### src/hw/rtl/persymmetric_triangular_matvec_macros.svh
// assertion helpers used by the top-level rtl file
`ifndef PERSYMMETRIC_TRIANGULAR_MATVEC_MACROS_SVH
`define PERSYMMETRIC_TRIANGULAR_MATVEC_MACROS_SVH

// clocked assertion, ignored while reset is asserted
`define PTM_ASSERT(lbl, prop, msg) \
  lbl: assert property (@(posedge clk) disable iff (!rst_n) prop) else $error(msg);

// clocked assertion that also holds during reset
`define PTM_ASSERT_ALWAYS(lbl, prop, msg) \
  lbl: assert property (@(posedge clk) prop) else $error(msg);

`endif

### src/hw/rtl/ptm_pkg.sv
package ptm_pkg;

  localparam int MAX_N  = 16;
  localparam int IDX_W  = $clog2(MAX_N);
  localparam int N_W    = IDX_W + 1;
  localparam int ADDR_W = 2 * IDX_W;
  localparam int DEPTH  = MAX_N * MAX_N;
  localparam int VAL_W  = 16;
  localparam int PROD_W = 2 * VAL_W;
  localparam int DOT_W  = 36;

  typedef enum logic [1:0] {
    ACT_LOAD_MAT = 2'd0,
    ACT_LOAD_VEC = 2'd1,
    ACT_COMPUTE  = 2'd2
  } action_t;

  // per-column control that travels with the matrix and vector operands
  typedef struct packed {
    logic             mac;
    logic             first;
    logic             lastcol;
    logic             lastrow;
    logic [IDX_W-1:0] row;
  } tag_t;

  // finished row result
  typedef struct packed {
    logic             valid;
    logic             last;
    logic [IDX_W-1:0] row;
    logic [DOT_W-1:0] dot;
  } res_t;

endpackage

### src/hw/rtl/ptm_vec_cell.sv
module ptm_vec_cell import ptm_pkg::*; (
  input  logic             clk,
  input  logic             load_en,
  input  logic [VAL_W-1:0] load_val,
  input  logic             shift_en,
  input  logic [VAL_W-1:0] shift_in,
  output logic [VAL_W-1:0] val
);

  logic [VAL_W-1:0] val_r;

  // direct load from the input channel, else take the neighbor's element
  always_ff @(posedge clk) begin
    if (load_en) begin
      val_r <= load_val;
    end else if (shift_en) begin
      val_r <= shift_in;
    end
  end

  assign val = val_r;

endmodule

### config.mk
export PLATFORM = sky130hd
export DESIGN_NAME = ptm_vec_cell
export DESIGN_NICKNAME = d
export VERILOG_FILES = /design/src/hw/rtl/persymmetric_triangular_matvec_macros.svh /design/src/hw/rtl/ptm_pkg.sv /design/src/hw/rtl/ptm_vec_cell.sv
export SDC_FILE = /design/constraint.sdc
export NUM_CORES = 1
export LEC_CHECK = 0
export ABC_CLOCK_PERIOD_IN_PS = 1400
export BUFFER_PORTS_ARGS = -buffer_cell sky130_fd_sc_hd__buf_2
export CORE_MARGIN = 4
export CORE_UTILIZATION = 39
export CTS_CLUSTER_DIAMETER = 150
export DETAILED_ROUTE_END_ITERATION = 7
export GPL_TIMING_DRIVEN = 0
export PLACE_DENSITY = 0.76
export SYNTH_ARGS = -nofsm -noshare
export SYNTH_HDL_FRONTEND = slang
export SYNTH_SLANG_ARGS = --single-unit
### constraint.sdc
create_clock -name clk -period 1.4 [get_ports clk]
set_input_delay 0.21 -clock clk [delete_from_list [all_inputs] [get_ports clk]]
set_output_delay 0.21 -clock clk [all_outputs]
set_load 0.1 [all_outputs]
==> impl_metrics.tcl <==
set metrics [dict create \
    powerDensity_nw_per_um2 1350 \
    antenna_found_initial 0 \
    cts_resized 0 \
    finalNonFillerCells 113 \
    place_inst 109 \
    diodes 0 \
    synth.avg_cell_area_um2 20.9 \
    ys_seq_area_frac 0.656 \
    dieWidth_um 51.3 \
    gr-total-overflow 0 \
    path_cells "buf_2" \
    place_congestion 0.687 \
    tns_ns 0 \
    path_delay_family "buffers and inverters" \
    rsz0062_at_grt "false" \
    drt_iter0_drc 6 \
    fmax_mhz 801 \
    worstSetupStartpointType "register" \
    p_clk_frac 0.171 \
    core_um2 1750 \
    fin_util 0.593 \
    finalCritPeriodShare 0.891 \
    final_cell_mix "buf_2 (49), edfxtp_1 (16), mux2_4 (9)" \
    syn-cell-area_um2 732 \
    end_kind "primary output" \
    cts_sinks 16 \
    antenna_left 0 \
    ioPinCount 51 \
    grt.total_usage 0.111 \
    path_class "register to primary output" \
    drive_gt1_frac 0.795 \
    p_int_uw 809 \
    rows 15 \
    post_dp_cell_area_um2 1010 \
    synth_fp_nets 70 \
    worst_pin_slew_ns 0.705 \
    syn_inst 35 \
    start_util 0.419 \
    ctsHoldBuffers 0 \
    path_clk_slew_ns 0.09 \
    area.growth.synth_to_final_pct 41.4 \
    outcome "completed" \
    ys_ff_latch 16 \
    dieArea_um2 2630 \
    cts_tree "yes" \
    portBuffers 49 \
    hp-class "input port to register" \
    cts_buffer_depth 2 \
    cts_setup_buffers 0 \
    grt_first_pass_wirelength_mm 2.10 \
    largest_reg_flops 16 \
    final.min_clock_period_ns 1.25 \
    cts_buffers 3 \
    synth.distinct_cells 6 \
    drc 0 \
    vdd_drop_max_mv 0.579 \
    routed_via_density 4.29 \
    crit_path_max_fanout 1 \
    cap_violations 0 \
    ctsRootBufferMaster "clkbuf_4" \
    crit_path_max_incr_delay_ns 0.42 \
    grt_max_degree 17 \
    drt-pass1-iter-count 3 \
    switchingPower_uw 586 \
    dr_total_vias 485 \
    leakagePower_uw 0.000490 \
    hold_viol_final 0 \
    layout_commonest_cell "buf_2" \
    wl_per_cell_um 12.6 \
    critPathArrivalTime_ns 1.04 \
    setup_violations 0 \
    pwr-share-comb 0.400 \
    relSlewSlack 0.530 \
    crit_required_ns 1.19 \
    grt_pass1_vias 523 \
    path_buf_inv 1 \
    swShare 0.420 \
    stdcell_area_um2 1030 \
    nFillCells 163 \
    slowest_stage "buf_2" \
    p_seq_frac 0.429 \
    wl_mm 1.42 \
    fin_nets 124 \
    slew_violations 0 \
    fp.dieH_um 51.3 \
    ys.warnings.count 0 \
    htree_levels 1 \
]
==> per-layer routing <==
metal	up-vias	global-route usage	wire [um]
met1	218	0.100	456
met2	27	0.219	812
met4	0	0.0524	0
li1	240	-	-
met5	-	0	0
met3	0	0.0350	155
==> Yosys cell counts <==
library cell	instances	area, um^2
mux2_4	9	135
buf_12	1	20.0
buf_6	1	11.3
mux2_2	7	78.8
or2_1	1	6.26
edfxtp_1	16	480
==> path summary, 6_finish.rpt <==
kind	startpoint	cells past startpoint	endpoint
worst max-delay path	val[0]	1	val[0]
worst min-delay path	load_val[0]	2	val[0]
==> layout make-up <==
type / count / area [um^2] / area share
Buffer: 2 / 31.3 / 0.0302
Clock buffer: 3 / 22.5 / 0.0218
Clock inverter: 1 / 3.75 / 0.00363
Tap cell: 25 / 31.3 / 0.0302
Timing Repair Buffer: 49 / 245 / 0.237
Sequential cell: 16 / 480 / 0.464
Multi-Input combinational cell: 17 / 220 / 0.213
==> kinds of logic after synthesis <==
group	Yosys count	share of synthesized area
simple gates	1	0.00855
buf+inv	2	0.0427
mux	16	0.292
flops	16	0.656
==> power groups by stage <==
stage,Sequential [uW],Clock (uW),Combinational (uW)
after detailed placement,610,0,561
after CTS,599,249,562
after global routing,604,272,573
after floorplan,997,0,74.7
final,598,238,558
after global placement,609,0,556
==> metrics by stage <==
| step | setup WS (ns) | total power (uW) | hold slack (ns) |
|---|---|---|---|
| 4_1_cts | 0.135 | 1410 | 0.219 |
| 5_1_grt | 0.0997 | 1450 | 0.205 |
| 6_report | 0.152 | 1390 | 0.230 |
| 3_5_place_dp | -0.0193 | 1170 | 0.515 |
| 2_1_floorplan | 0.149 | 1070 | 0.427 |
| 3_3_place_gp | -0.00525 | 1160 | 0.512 |
Power figures use the tool's default switching activity.
